$ cat src/lla_pkg.sv
// Shared types, constants and helper functions of the life-like automaton row engine.
// Used by every module of the block; it depends on nothing else.
package lla_pkg;

  localparam int AGE_LEVELS = 8;
  localparam int MAX_COLS   = 1024;
  localparam int MAX_ROWS   = 1024;
  localparam int MIN_SIZE   = 6;

  localparam int CELL_W = 3;
  localparam int SIZE_W = 11;
  localparam int CNT_W  = $clog2((MAX_COLS > MAX_ROWS) ? MAX_COLS : MAX_ROWS);
  localparam int NBR_W  = 4;

  // Top age level, limited by the cell field width.
  localparam int AGE_TOP_I = (AGE_LEVELS - 1 > (1 << CELL_W) - 1) ?
                             (1 << CELL_W) - 1 : AGE_LEVELS - 1;
  localparam logic [CELL_W-1:0] AGE_TOP = CELL_W'(AGE_TOP_I);

  // Register indexes of the configuration port.
  localparam int CFG_IDX_W = 2;
  localparam logic [CFG_IDX_W-1:0] REG_NUM_ROWS    = 2'd0;
  localparam logic [CFG_IDX_W-1:0] REG_NUM_COLS    = 2'd1;
  localparam logic [CFG_IDX_W-1:0] REG_RULE_SELECT = 2'd2;
  localparam logic [CFG_IDX_W-1:0] REG_AGE_MODE    = 2'd3;

  localparam logic [SIZE_W-1:0] NUM_ROWS_RESET = 11'd64;
  localparam logic [SIZE_W-1:0] NUM_COLS_RESET = 11'd64;

  // Output queue geometry.
  localparam int OQ_DEPTH = 4;
  localparam int OQ_AW    = $clog2(OQ_DEPTH);
  localparam int OQ_CW    = $clog2(OQ_DEPTH + 1);

  typedef enum logic [1:0] {
    RULE_LIFE   = 2'd0,
    RULE_CORAL  = 2'd1,
    RULE_AMOEBA = 2'd2,
    RULE_MAZE   = 2'd3
  } rule_t;

  // One column slice of three cells.
  typedef struct packed {
    logic [CELL_W-1:0] top;
    logic [CELL_W-1:0] mid;
    logic [CELL_W-1:0] bot;
  } slice_t;

  // Registered 3x3 window plus the control flags that go with it.
  typedef struct packed {
    slice_t left;
    slice_t center;
    slice_t right;
    logic   has_cell;
    logic   border;
    logic   last_col;
    logic   last_row;
  } win_t;

  // One result request.
  typedef struct packed {
    logic [CELL_W-1:0] new_cell;
    logic              last_in_row;
    logic              last_in_frame;
  } res_t;

  // Turns a size register into the last valid index, with out of range sizes clamped.
  function automatic logic [CNT_W-1:0] last_index(input logic [SIZE_W-1:0] size,
                                                   input int maxv);
    logic [CNT_W-1:0] r;
    if (size < SIZE_W'(MIN_SIZE)) begin
      r = CNT_W'(MIN_SIZE - 1);
    end else if (size > SIZE_W'(maxv)) begin
      r = CNT_W'(maxv - 1);
    end else begin
      r = CNT_W'(size - SIZE_W'(1));
    end
    return r;
  endfunction

  // Number of live cells in a slice.
  function automatic logic [1:0] live3(input slice_t s);
    return 2'({1'b0, s.top != '0} + {1'b0, s.mid != '0} + {1'b0, s.bot != '0});
  endfunction

endpackage

$ cat src/lla_window.sv
// Input register stage: column and row counters, the sliding slice window and border flags.
// Depends on lla_pkg.
module lla_window (
  input  logic                        clk,
  input  logic                        rst,
  input  logic                        in_valid,
  output logic                        in_ready,
  input  lla_pkg::slice_t             in_slice,
  input  logic [lla_pkg::SIZE_W-1:0]  num_rows,
  input  logic [lla_pkg::SIZE_W-1:0]  num_cols,
  input  logic                        drain,
  output logic                        win_valid,
  output lla_pkg::win_t               win
);

  logic [lla_pkg::CNT_W-1:0] column_count;
  logic [lla_pkg::CNT_W-1:0] row_count;
  lla_pkg::slice_t           window_left;
  lla_pkg::slice_t           window_center;
  logic [lla_pkg::CNT_W-1:0] rows_last;
  logic [lla_pkg::CNT_W-1:0] cols_last;
  logic                      accept;
  logic                      last_col;
  logic                      last_row;
  logic                      row_border;

  assign rows_last  = lla_pkg::last_index(num_rows, lla_pkg::MAX_ROWS);
  assign cols_last  = lla_pkg::last_index(num_cols, lla_pkg::MAX_COLS);
  assign last_col   = column_count >= cols_last;
  assign last_row   = row_count >= rows_last;
  assign row_border = (row_count == '0) || last_row;

  // The stage takes a new slice when it is empty or hands its content on this cycle.
  assign in_ready = !win_valid || drain;
  assign accept   = in_valid && in_ready;

  always_ff @(posedge clk) begin
    if (rst) begin
      win_valid     <= 1'b0;
      column_count  <= '0;
      row_count     <= '0;
      window_left   <= '0;
      window_center <= '0;
    end else begin
      if (accept) begin
        win_valid     <= 1'b1;
        window_left   <= window_center;
        window_center <= in_slice;
        if (last_col) begin
          column_count <= '0;
          row_count    <= last_row ? '0 : row_count + 1'b1;
        end else begin
          column_count <= column_count + 1'b1;
        end
      end else if (drain) begin
        win_valid <= 1'b0;
      end
    end
  end

  // Window payload; the column being decided is the one before the incoming slice.
  always_ff @(posedge clk) begin
    if (accept) begin
      win.left     <= window_left;
      win.center   <= window_center;
      win.right    <= in_slice;
      win.has_cell <= column_count != '0;
      win.border   <= row_border || (column_count == lla_pkg::CNT_W'(1));
      win.last_col <= last_col;
      win.last_row <= last_row;
    end
  end

endmodule

$ cat src/lla_rule.sv
// Neighbor count and birth/survival rule for the center cell of the window, with aging.
// Depends on lla_pkg.
module lla_rule (
  input  lla_pkg::win_t               win,
  input  lla_pkg::rule_t              rule_select,
  input  logic                        age_mode,
  output logic [lla_pkg::CELL_W-1:0]  new_cell
);

  logic [lla_pkg::NBR_W-1:0]  count;
  logic [lla_pkg::CELL_W-1:0] mid;
  logic                       alive;

  assign mid   = win.center.mid;
  // The center cell itself is left out of the count.
  assign count = lla_pkg::NBR_W'(lla_pkg::live3(win.left)) +
                 lla_pkg::NBR_W'(lla_pkg::live3(win.right)) +
                 lla_pkg::NBR_W'(win.center.top != '0) +
                 lla_pkg::NBR_W'(win.center.bot != '0);

  always_comb begin
    case (rule_select)
      lla_pkg::RULE_LIFE: begin
        alive = (mid != '0) ? (count inside {4'd2, 4'd3}) : (count == 4'd3);
      end
      lla_pkg::RULE_CORAL: begin
        alive = (mid != '0) ? (count > 4'd3) : (count == 4'd3);
      end
      lla_pkg::RULE_AMOEBA: begin
        alive = (mid != '0) ? (count inside {4'd1, 4'd3, 4'd5, 4'd8})
                            : (count inside {4'd3, 4'd5, 4'd7});
      end
      lla_pkg::RULE_MAZE: begin
        alive = (mid != '0) ? (count inside {[4'd1:4'd5]}) : (count == 4'd3);
      end
      default: begin
        alive = 1'b0;
      end
    endcase
  end

  always_comb begin
    if (win.border || !alive) begin
      new_cell = '0;
    end else if (!age_mode) begin
      new_cell = lla_pkg::CELL_W'(1);
    end else if (mid < lla_pkg::AGE_TOP) begin
      new_cell = mid + lla_pkg::CELL_W'(1);
    end else begin
      new_cell = lla_pkg::AGE_TOP;
    end
  end

endmodule

$ cat src/lla_out_queue.sv
// Small result queue that takes up to two result requests per cycle and hands out one.
// Depends on lla_pkg.
module lla_out_queue (
  input  logic            clk,
  input  logic            rst,
  input  logic            push_a,
  input  lla_pkg::res_t   data_a,
  input  logic            push_b,
  input  lla_pkg::res_t   data_b,
  output logic            room2,
  output logic            out_valid,
  input  logic            out_ready,
  output lla_pkg::res_t   out_data
);

  lla_pkg::res_t             entries [lla_pkg::OQ_DEPTH];
  logic [lla_pkg::OQ_AW-1:0] wr_ptr;
  logic [lla_pkg::OQ_AW-1:0] wr_ptr_b;
  logic [lla_pkg::OQ_AW-1:0] rd_ptr;
  logic [lla_pkg::OQ_CW-1:0] count;
  logic [1:0]                n_push;
  logic                      pop;

  assign out_valid = count != '0;
  assign out_data  = entries[rd_ptr];
  assign pop       = out_valid && out_ready;
  assign room2     = count <= lla_pkg::OQ_CW'(lla_pkg::OQ_DEPTH - 2);
  assign n_push    = {1'b0, push_a} + {1'b0, push_b};
  // The second request lands right behind the first when both arrive together.
  assign wr_ptr_b  = wr_ptr + lla_pkg::OQ_AW'(push_a);

  always_ff @(posedge clk) begin
    if (rst) begin
      wr_ptr <= '0;
      rd_ptr <= '0;
      count  <= '0;
    end else begin
      wr_ptr <= wr_ptr + lla_pkg::OQ_AW'(n_push);
      rd_ptr <= rd_ptr + lla_pkg::OQ_AW'(pop);
      count  <= count + lla_pkg::OQ_CW'(n_push) - lla_pkg::OQ_CW'(pop);
    end
  end

  always_ff @(posedge clk) begin
    if (push_a) begin
      entries[wr_ptr] <= data_a;
    end
    if (push_b) begin
      entries[wr_ptr_b] <= data_b;
    end
  end

endmodule

$ cat src/life_like_automaton_row_engine_core.sv
// Top level of the life-like automaton row engine: configuration registers and stage wiring.
// Depends on lla_pkg, lla_window, lla_rule and lla_out_queue.

// The engine takes one column slice (cells above, at and below the current row)
// per request and can accept a new slice in every clock cycle while the output
// queue has room. Each slice is registered together with the two previous
// slices; the next cycle the 3x3 window is counted, the selected rule (Life
// B3/S23, Coral B3/S45678, Amoeba B357/S1358 or Maze B3/S12345) is applied and
// the result goes into a four-entry output queue when it has room for two, so
// a result passes the window register and a queue entry before it is offered
// and can be taken at the following clock edge. The slice at column j gives
// the result for column j-1; the first slice of a row gives no result and the last
// one gives two (its predecessor and the always-dead last column), so every row of
// num_cols slices yields num_cols results and the sustained rate is one slice per
// cycle as long as the downstream side takes one result per cycle. The input stage
// only moves on when the queue has room for two results, which is what throttles
// the input when the output side stalls. Cells on the first and last rows and
// columns are always dead. With age_mode set, a live cell reports its age, counting up from
// 1 and saturating at the top level. Configuration writes take effect at once
// and are meant to be done only while the engine is idle.
module life_like_automaton_row_engine_core (
  input  logic                           clk,
  input  logic                           rst,
  // Input slice stream.
  input  logic                           s_axis_tvalid,
  output logic                           s_axis_tready,
  input  logic [15:0]                    s_axis_tdata,  // top_cell, middle_cell, bottom_cell
  // Result stream.
  output logic                           m_axis_tvalid,
  input  logic                           m_axis_tready,
  output logic [7:0]                     m_axis_tdata,  // new_cell
  output logic                           m_axis_tlast,  // last_in_row
  output logic [0:0]                     m_axis_tuser,  // last_in_frame
  // Configuration write port.
  input  logic                           cfg_we,
  input  logic [lla_pkg::CFG_IDX_W-1:0]  cfg_index,
  input  logic [lla_pkg::SIZE_W-1:0]     cfg_data
);

  logic [lla_pkg::SIZE_W-1:0]  num_rows;
  logic [lla_pkg::SIZE_W-1:0]  num_cols;
  lla_pkg::rule_t              rule_select;
  logic                        age_mode;

  lla_pkg::slice_t             in_slice;
  lla_pkg::win_t               win;
  logic                        win_valid;
  logic                        drain;
  logic                        room2;
  logic [lla_pkg::CELL_W-1:0]  new_cell;
  lla_pkg::res_t               res_cell;
  lla_pkg::res_t               res_end;
  lla_pkg::res_t               out_data;

  // Configuration registers.
  always_ff @(posedge clk) begin
    if (rst) begin
      num_rows    <= lla_pkg::NUM_ROWS_RESET;
      num_cols    <= lla_pkg::NUM_COLS_RESET;
      rule_select <= lla_pkg::RULE_LIFE;
      age_mode    <= 1'b0;
    end else if (cfg_we) begin
      case (cfg_index)
        lla_pkg::REG_NUM_ROWS:    num_rows    <= cfg_data;
        lla_pkg::REG_NUM_COLS:    num_cols    <= cfg_data;
        lla_pkg::REG_RULE_SELECT: rule_select <= lla_pkg::rule_t'(cfg_data[1:0]);
        lla_pkg::REG_AGE_MODE:    age_mode    <= cfg_data[0];
        default: begin
        end
      endcase
    end
  end

  assign in_slice.top = s_axis_tdata[2:0];
  assign in_slice.mid = s_axis_tdata[5:3];
  assign in_slice.bot = s_axis_tdata[8:6];

  lla_window u_window (
    .clk       (clk),
    .rst       (rst),
    .in_valid  (s_axis_tvalid),
    .in_ready  (s_axis_tready),
    .in_slice  (in_slice),
    .num_rows  (num_rows),
    .num_cols  (num_cols),
    .drain     (drain),
    .win_valid (win_valid),
    .win       (win)
  );

  lla_rule u_rule (
    .win         (win),
    .rule_select (rule_select),
    .age_mode    (age_mode),
    .new_cell    (new_cell)
  );

  // The window stage hands over only when the queue can take both possible results.
  assign drain = win_valid && room2;

  // First request: the decided cell of the previous column.
  assign res_cell.new_cell      = new_cell;
  assign res_cell.last_in_row   = 1'b0;
  assign res_cell.last_in_frame = 1'b0;

  // Second request: the always-dead last column of the row.
  assign res_end.new_cell      = '0;
  assign res_end.last_in_row   = 1'b1;
  assign res_end.last_in_frame = win.last_row;

  lla_out_queue u_out_queue (
    .clk       (clk),
    .rst       (rst),
    .push_a    (drain && win.has_cell),
    .data_a    (res_cell),
    .push_b    (drain && win.last_col),
    .data_b    (res_end),
    .room2     (room2),
    .out_valid (m_axis_tvalid),
    .out_ready (m_axis_tready),
    .out_data  (out_data)
  );

  assign m_axis_tdata = {5'd0, out_data.new_cell};
  assign m_axis_tlast = out_data.last_in_row;
  assign m_axis_tuser = out_data.last_in_frame;

endmodule

$ cat config.mk
export PLATFORM = sky130hd
export DESIGN_NAME = life_like_automaton_row_engine_core
export DESIGN_NICKNAME = d
export VERILOG_FILES = /design/src/lla_pkg.sv /design/src/lla_window.sv /design/src/lla_rule.sv /design/src/lla_out_queue.sv /design/src/life_like_automaton_row_engine_core.sv
export SDC_FILE = /design/constraint.sdc
export NUM_CORES = 1
export LEC_CHECK = 0
export BUFFER_PORTS_ARGS = -buffer_cell sky130_fd_sc_hd__buf_2
export CORE_MARGIN = 4
export CORE_UTILIZATION = 40
export DETAILED_ROUTE_END_ITERATION = 8
export GPL_ROUTABILITY_DRIVEN = 0
export HOLD_SLACK_MARGIN = 0.03
export PLACE_DENSITY = 0.67
export SYNTH_ARGS = -nofsm -noshare
export SYNTH_HDL_FRONTEND = slang
export SYNTH_SLANG_ARGS = --single-unit
$ cat constraint.sdc
create_clock -name clk -period 11.17 [get_ports clk]
set_input_delay 0 -clock clk [delete_from_list [all_inputs] [get_ports clk]]
set_output_delay 0 -clock clk [all_outputs]
set_load 0.01 [all_outputs]
-- After elaboration in Yosys (flattened, before gate mapping)
Memory sizes are Yosys's and may differ from the RTL's. A register that Yosys moved wholly into a read port is not among the register bits.
Index checks and enable logic that the tools add are counted.
- bits in registers: 102
- bits in writable memories: 20
- input port bits: 34
- output and inout bits: 12
- logic and storage cells: 128
- memories kept: 1
- $add $sub $neg: 18
- order comparisons: 11
- equal/unequal tests: 13
- multiplexer cells: 21
- reductions and logical operators: 35
- memory list (name ; depth ; bits a word ; read ports ; clocked after memory_dff ; write ports ; line ; source):
    u_out_queue.entries ; 4 ; 5 ; 1 ; 1 ; 2 ; lla_out_queue.sv:16 ; lla_pkg::res_t entries [lla_pkg::OQ_DEPTH];
- operators with widths (operator ; count):
    10-bit two-way mux ; 6
    3-bit nonzero test ; 11
    11-bit greater-than comparator (second input constant) ; 2
    11-bit by 3-bit < comparator with 1-bit output (second input constant) ; 2
    10-bit by 1-bit adder with 10-bit output (second input constant) ; 2
    10-bit >= comparator ; 2
    10-bit by 1-bit subtractor with 10-bit output (second input constant) ; 2
    10-bit by 1-bit equality test with 1-bit output (second input constant) ; 1
    10-bit logical NOT ; 1
    1-bit two-way mux ; 10
    2-bit AND reduction ; 5
    10-bit nonzero test ; 1
    3-bit two-way mux ; 3
    2-bit by 1-bit adder with 2-bit output ; 4
    4-bit by 1-bit adder with 4-bit output ; 2
    2-bit equality test (second input constant) ; 4
    4-bit by 2-bit equality test with 1-bit output (second input constant) ; 2
    4-bit by 3-bit equality test with 1-bit output (second input constant) ; 2
    1-bit by 1-bit adder with 2-bit output ; 3
    1-bit logical AND ; 6
    2-bit by 1-bit equality test with 1-bit output (second input constant) ; 2
    4-bit by 1-bit equality test with 1-bit output (second input constant) ; 1
    4-bit equality test (second input constant) ; 1
    4-bit by 1-bit >= comparator with 1-bit output (second input constant) ; 1
    other kinds (16) ; 22

-- Logic depth before layout (Yosys ltp)
- depth after elaboration: 13
- mapped depth: 15
- depth with buffers taken out: 14

-- Modules after synthesis
Synthesis repeated with hierarchy kept, for this count alone.
- cells, all modules: 626
- area total of the unflattened synthesis: 6428.7 um^2
- by module, submodules not included (module ; instances ; cells each ; area an instance (um^2) ; sequential area each (um^2)):
    lla_window ; 1 ; 365 ; 3507.1 ; 1711.6
    lla_out_queue ; 1 ; 99 ; 1397.6 ; 740.7
    life_like_automaton_row_engine_core ; 1 ; 107 ; 1109.8 ; 500.5
    lla_rule ; 1 ; 55 ; 414.1 ; 0.0

-- Worst setup path before layout
Ideal clock, no wire load.
- kind: flip-flop to flip-flop
- from: register, netlist name u_window.win[5]
- to: memory u_out_queue.entries[1][2] in the netlist's numbering
- setup time: 0.117 ns
- arrival: 3.730 ns
- required time: 11.053 ns
- slack: 7.323 ns
- cell stages (with the launch flop): 16
- buffers on the path: 1
- period minus slack after synthesis: 3.847 ns
- path through: edfxtp_1 > or3_1 > fa_1 > fa_1 > ha_1 > inv_1 > fa_1 > inv_1 > ha_1 > xnor2_1 > a31oi_1 > o31a_1 > o22ai_1 > a211oi_2 > buf_4 > a32o_1
- RTL lines (element ; line):
    end: declaration ; lla_out_queue.sv:16

==> metrics.sh <==
DRT_FIRST_ITER_VIOLATIONS=290
CRIT_PATH_CELL_TRACE='or3_1, fa_1, fa_1, ha_1, inv_1, fa_1, inv_1, ha_1, xnor2_1, nor3_1, a22oi_1, o22ai_1, a211oi_2, a32o_1'
POST_SYNTH.CELL_AREA_AVG_SQ_UM=9.46
FIN_UTIL_PCT=48.1
CLK_PATH_BUF_DEPTH=2
P_PER_AREA_mW_PER_MM2=181
DRIVE_GT1_SHARE_PCT=11.8
WORSTSETUPPATHTYPE='flop to flop'
VIAS_PER_CELL=5.30
ADDER_CELL_SHARE_OF_THE_SYNTHESIZED_AREA_PCT=9.30
TNS_NS=0
SYNTH_TOP_AREA_SHARE_PCT=28.1
CLKLATENCYLATEPIN_NS=0.42
ROUTED_WIRELENGTH_UM=13200
TIMING_HOLD_VIOLATIONS_FINAL=0
POST_CTS_BUFFERS=0
ANTENNA_CELLS=0
ANTENNA_VIOLATING_NETS_POST_ROUTE=0
RR_ENDPOINT='u_out_queue.entries[2][3]'
TIMING.CRITICAL_PATH.FANOUT_MAX=12
WORST_SLEW_MARGIN_REL_PCT=28.1
TIMING.FINAL.MAX_SLEW_VIOLATIONS=0
FLOORPLAN.INITIALDENSITY_PCT=40.7
YS_FF_LATCH=122
NUMBER_OF_SETUP_VIOLATIONS_IN_THE_FINAL_REPORT=0
NUMBER_OF_ENABLE_TYPE_REGISTER_CELLS_IN_THE_SYNTHESIZED_NETLIST=35
CORE_SQ_MM=0.0152
GLOBALROUTEOVERFLOWTOTAL=0
CLK_PIN_SLEW_NS=0.06
END_KIND='flop'
CTS_TREE='done'
CP_DATA_REQUIRED_TIME_NS=11.52
FINAL.MIN_CLOCK_PERIOD_NS=4.54
FLOORPLAN.IO_PINS=46
YS_ASYNC_SR_FRACTION_PCT=0
DRT_DRC_VIOLATIONS_LEFT=0
CORE.ROWCOUNT=45
DIE_H_UM=132
SYNTH.TOP_CELLS.BY_AREA='sky130_fd_sc_hd__dfxtp_1, sky130_fd_sc_hd__edfxtp_1, sky130_fd_sc_hd__ha_1'
CRITPATHSLOWESTCELL='sky130_fd_sc_hd__a211oi_2'
SYNTHXORXNORAREAFRAC_PCT=4.53
PLACEDINSTANCEAREA_SQ_MM=0.00649
CLOCK_SKEW_NS=0.00612
WHS_ENDPOINT='u_out_queue.rd_ptr[0]'
REGTOREGSTARTPOINT='u_window.win[5]'
DETAILEDPLACEMENTHPWL_UM=9150
DESIGN_POWER_TOTAL_mW=1.32
RSZ0062_AT_GRT='no'
FIN_NETS=786
SYNTH_TOP_FAMILY_BY_AREA='simple AND/OR/NAND/NOR gates'
MAX_CLOCK_FREQ_MHz=220
IR_WORST_VDD_mV=0.119
DIE-WIDTH_UM=132
CRITICAL_PATH_ARRIVAL_NS=4.89
HOLD_START='m_axis_tready'
REG2REG_SLACK_NS=6.63
SYNTHESIS.AREA_SQ_MM=0.00619
SYNTHMOSTINSTANTIATEDCELL='sky130_fd_sc_hd__nand2_1'
GLOBAL_ROUTE_WIRE_LENGTH_BEFORE_REPAIR_UM=22600
GRTUSAGETOTAL_PCT=15.8
YOSYS_WARNINGS=0
YOSYSSEQAREASHARE_PCT=45.1
CTS_INSERTED_BUFFERS=17
CPPEAKSTAGEDELAY_NS=0.71
SYNTH.AREA.MUX_SHARE_PCT=3.60
SYNTHTOLAYOUTAREAGROWTH_PCT=18.1
SYNTH_COMMON_CELLS='sky130_fd_sc_hd__nand2_1, sky130_fd_sc_hd__dfxtp_1, sky130_fd_sc_hd__nor2_1'
CP-START-KIND='flop'
MAXIMUM_NUMBER_OF_PINS_ON_ONE_NET_BEFORE_GLOBAL_ROUTE_REPAIR=67
CPMOSTUSEDCELL='sky130_fd_sc_hd__fa_1'
H-TREE-DEPTH=4
PLACE.PORT_BUFFERS=33
FLOORPLAN.DIE_AREA_SQ_MM=0.0175
HOLD_SLACK_NS=0.0975
YOSYS.CELL_TYPES.COUNT=57
MAXIMUM_CAPACITANCE_VIOLATIONS=0
SYNTH-COMPOUND-AREA-SHARE_PCT=11.7
SYNTH_FF_TYPE='sky130_fd_sc_hd__dfxtp_1'
CTS.SINK_COUNT=122
RUN_STATUS='finished, final reports clean'
HOLD_CLASS='input port to flop'
CTS_ROOT_BUFFER='sky130_fd_sc_hd__clkbuf_16'
NUMBER_OF_ANTENNA_VIOLATIONS_AT_THE_FIRST_CHECK_IN_GLOBAL_ROUTING=0
POST_SYNTH_AND_OR_NAND_NOR_AREA_FRACTION_PCT=21.8
FINISHED_LAYOUT_CELL_AREA_SQ_MM=0.00731
GRT_PASS1_VIAS=4895
POSTSYNTHCELLCOUNT=654
SYNTH.LARGEST_AREA_CELL='sky130_fd_sc_hd__dfxtp_1'
FINALCRITPERIODSHARE_PCT=40.7
DRT_PASS1_ITERATIONS=5
HOLD_PATH_DEPTH=4
VIAS=4825
TOTAL_LEAKAGE_POWER_nW=2.91
DETAIL_ROUTE.WL_PER_CELL_UM=14.5
WORSTREGTOREGCELLS=14
MAX_SLEW.WORST_PIN.SLEW_NS=1.07
stage by stage:
stage | worst slack [ns] | std cells
6_report | 6.63 | 910
4_1_cts | 6.62 | 910
3_3_place_gp | 6.80 | 854
3_5_place_dp | 6.66 | 854
5_1_grt | 6.39 | 910
2_1_floorplan | 7.32 | 658
kinds of logic (layout without fill, tap and decap cells):
group,count (synthesis),in the layout
AOI/OAI and AO/OA,108,108
xor gates and xnor gates,32,32
DFF,122,122
buffers and inverters,55,119
other,1,5
and+or+nand+nor,277,277
adders and majority gates,43,43
muxes,16,16
cells in the final DEF, fill, tap and decap left out, types with 23 or more instances in the layout:
| master | count |
|---|---|
| sky130_fd_sc_hd__a21oi_1 | 40 |
| sky130_fd_sc_hd__nand2_1 | 104 |
| sky130_fd_sc_hd__nor3_1 | 23 |
| sky130_fd_sc_hd__ha_1 | 38 |
| sky130_fd_sc_hd__edfxtp_1 | 35 |
| sky130_fd_sc_hd__nor2_1 | 53 |
| sky130_fd_sc_hd__dfxtp_1 | 87 |
| sky130_fd_sc_hd__dlygate4sd3_1 | 24 |
| sky130_fd_sc_hd__buf_2 | 33 |
| sky130_fd_sc_hd__inv_1 | 26 |
flip-flops by register name, summed over array words and instances, names as in the netlist, 2 cells and up:
name / cells
u_window.window_left: 9
u_window.column_count: 10
u_window.window_center: 9
u_out_queue.wr_ptr: 2
u_window.row_count: 10
rule_select: 2
u_out_queue.rd_ptr: 2
num_cols: 11
num_rows: 11
u_out_queue.count: 3
u_out_queue.entries: 20
u_window.win: 31
layout make-up:
class	count	area (sq um)
inverters	27	101
fillers	1396	7900
flip-flops and latches	122	2790
well taps	188	235
clock buffers	18	429
clock inverters	14	148
repair buffers	60	428
multi-input cells	481	3170
report_power, final:
group | switching, mW | leakage [nW] | internal, mW | total, mW
clock | 0.204 | 0.271 | 0.329 | 0.533
sequential | 0.0351 | 1.05 | 0.498 | 0.533
combinational | 0.140 | 1.59 | 0.115 | 0.256
total | 0.379 | 2.91 | 0.942 | 1.32
routing by layer:
layer / track usage (%) / vias up / part of all wire [%]
met5: 0 / - / 0
met4: 6.64 / 0 / 2.0
met3: 4.27 / 26 / 4.4
met2: 27.1 / 98 / 50
met1: 18.6 / 2276 / 44
li1: - / 2425 / -
how the worst max path moves through the flow:
stage / startpoint / endpoint / slack (ns) / cells past startpoint
2_1_floorplan: u_window.win[5] / u_out_queue.entries[1][2] / 7.32 / 15
3_3_place_gp: u_window.win[5] / u_out_queue.entries[2][3] / 6.80 / 14
3_5_place_dp: u_window.win[5] / u_out_queue.entries[2][3] / 6.66 / 14
4_1_cts: u_window.win[5] / u_out_queue.entries[2][3] / 6.62 / 14
5_1_grt: u_window.win[5] / u_out_queue.entries[2][3] / 6.39 / 14
6_report: u_window.win[5] / u_out_queue.entries[2][3] / 6.63 / 14
critical path, delay by kind of cell, from the launching register on:
family	cells	cell delay (ns)
AND/OR/NAND/NOR	2	0.52
XOR/XNOR	1	0.30
adder cells (fa/ha/maj)	5	1.96
flip-flops	1	0.36
buffers and inverters	2	0.09
AO/OA/AOI/OAI	4	1.22
timing repair:
action	in CTS	in global routing
resized for setup	0	0
hold buffers	24	0
hold endpoints to repair	44	0
Power figures use the tool's default switching activity.
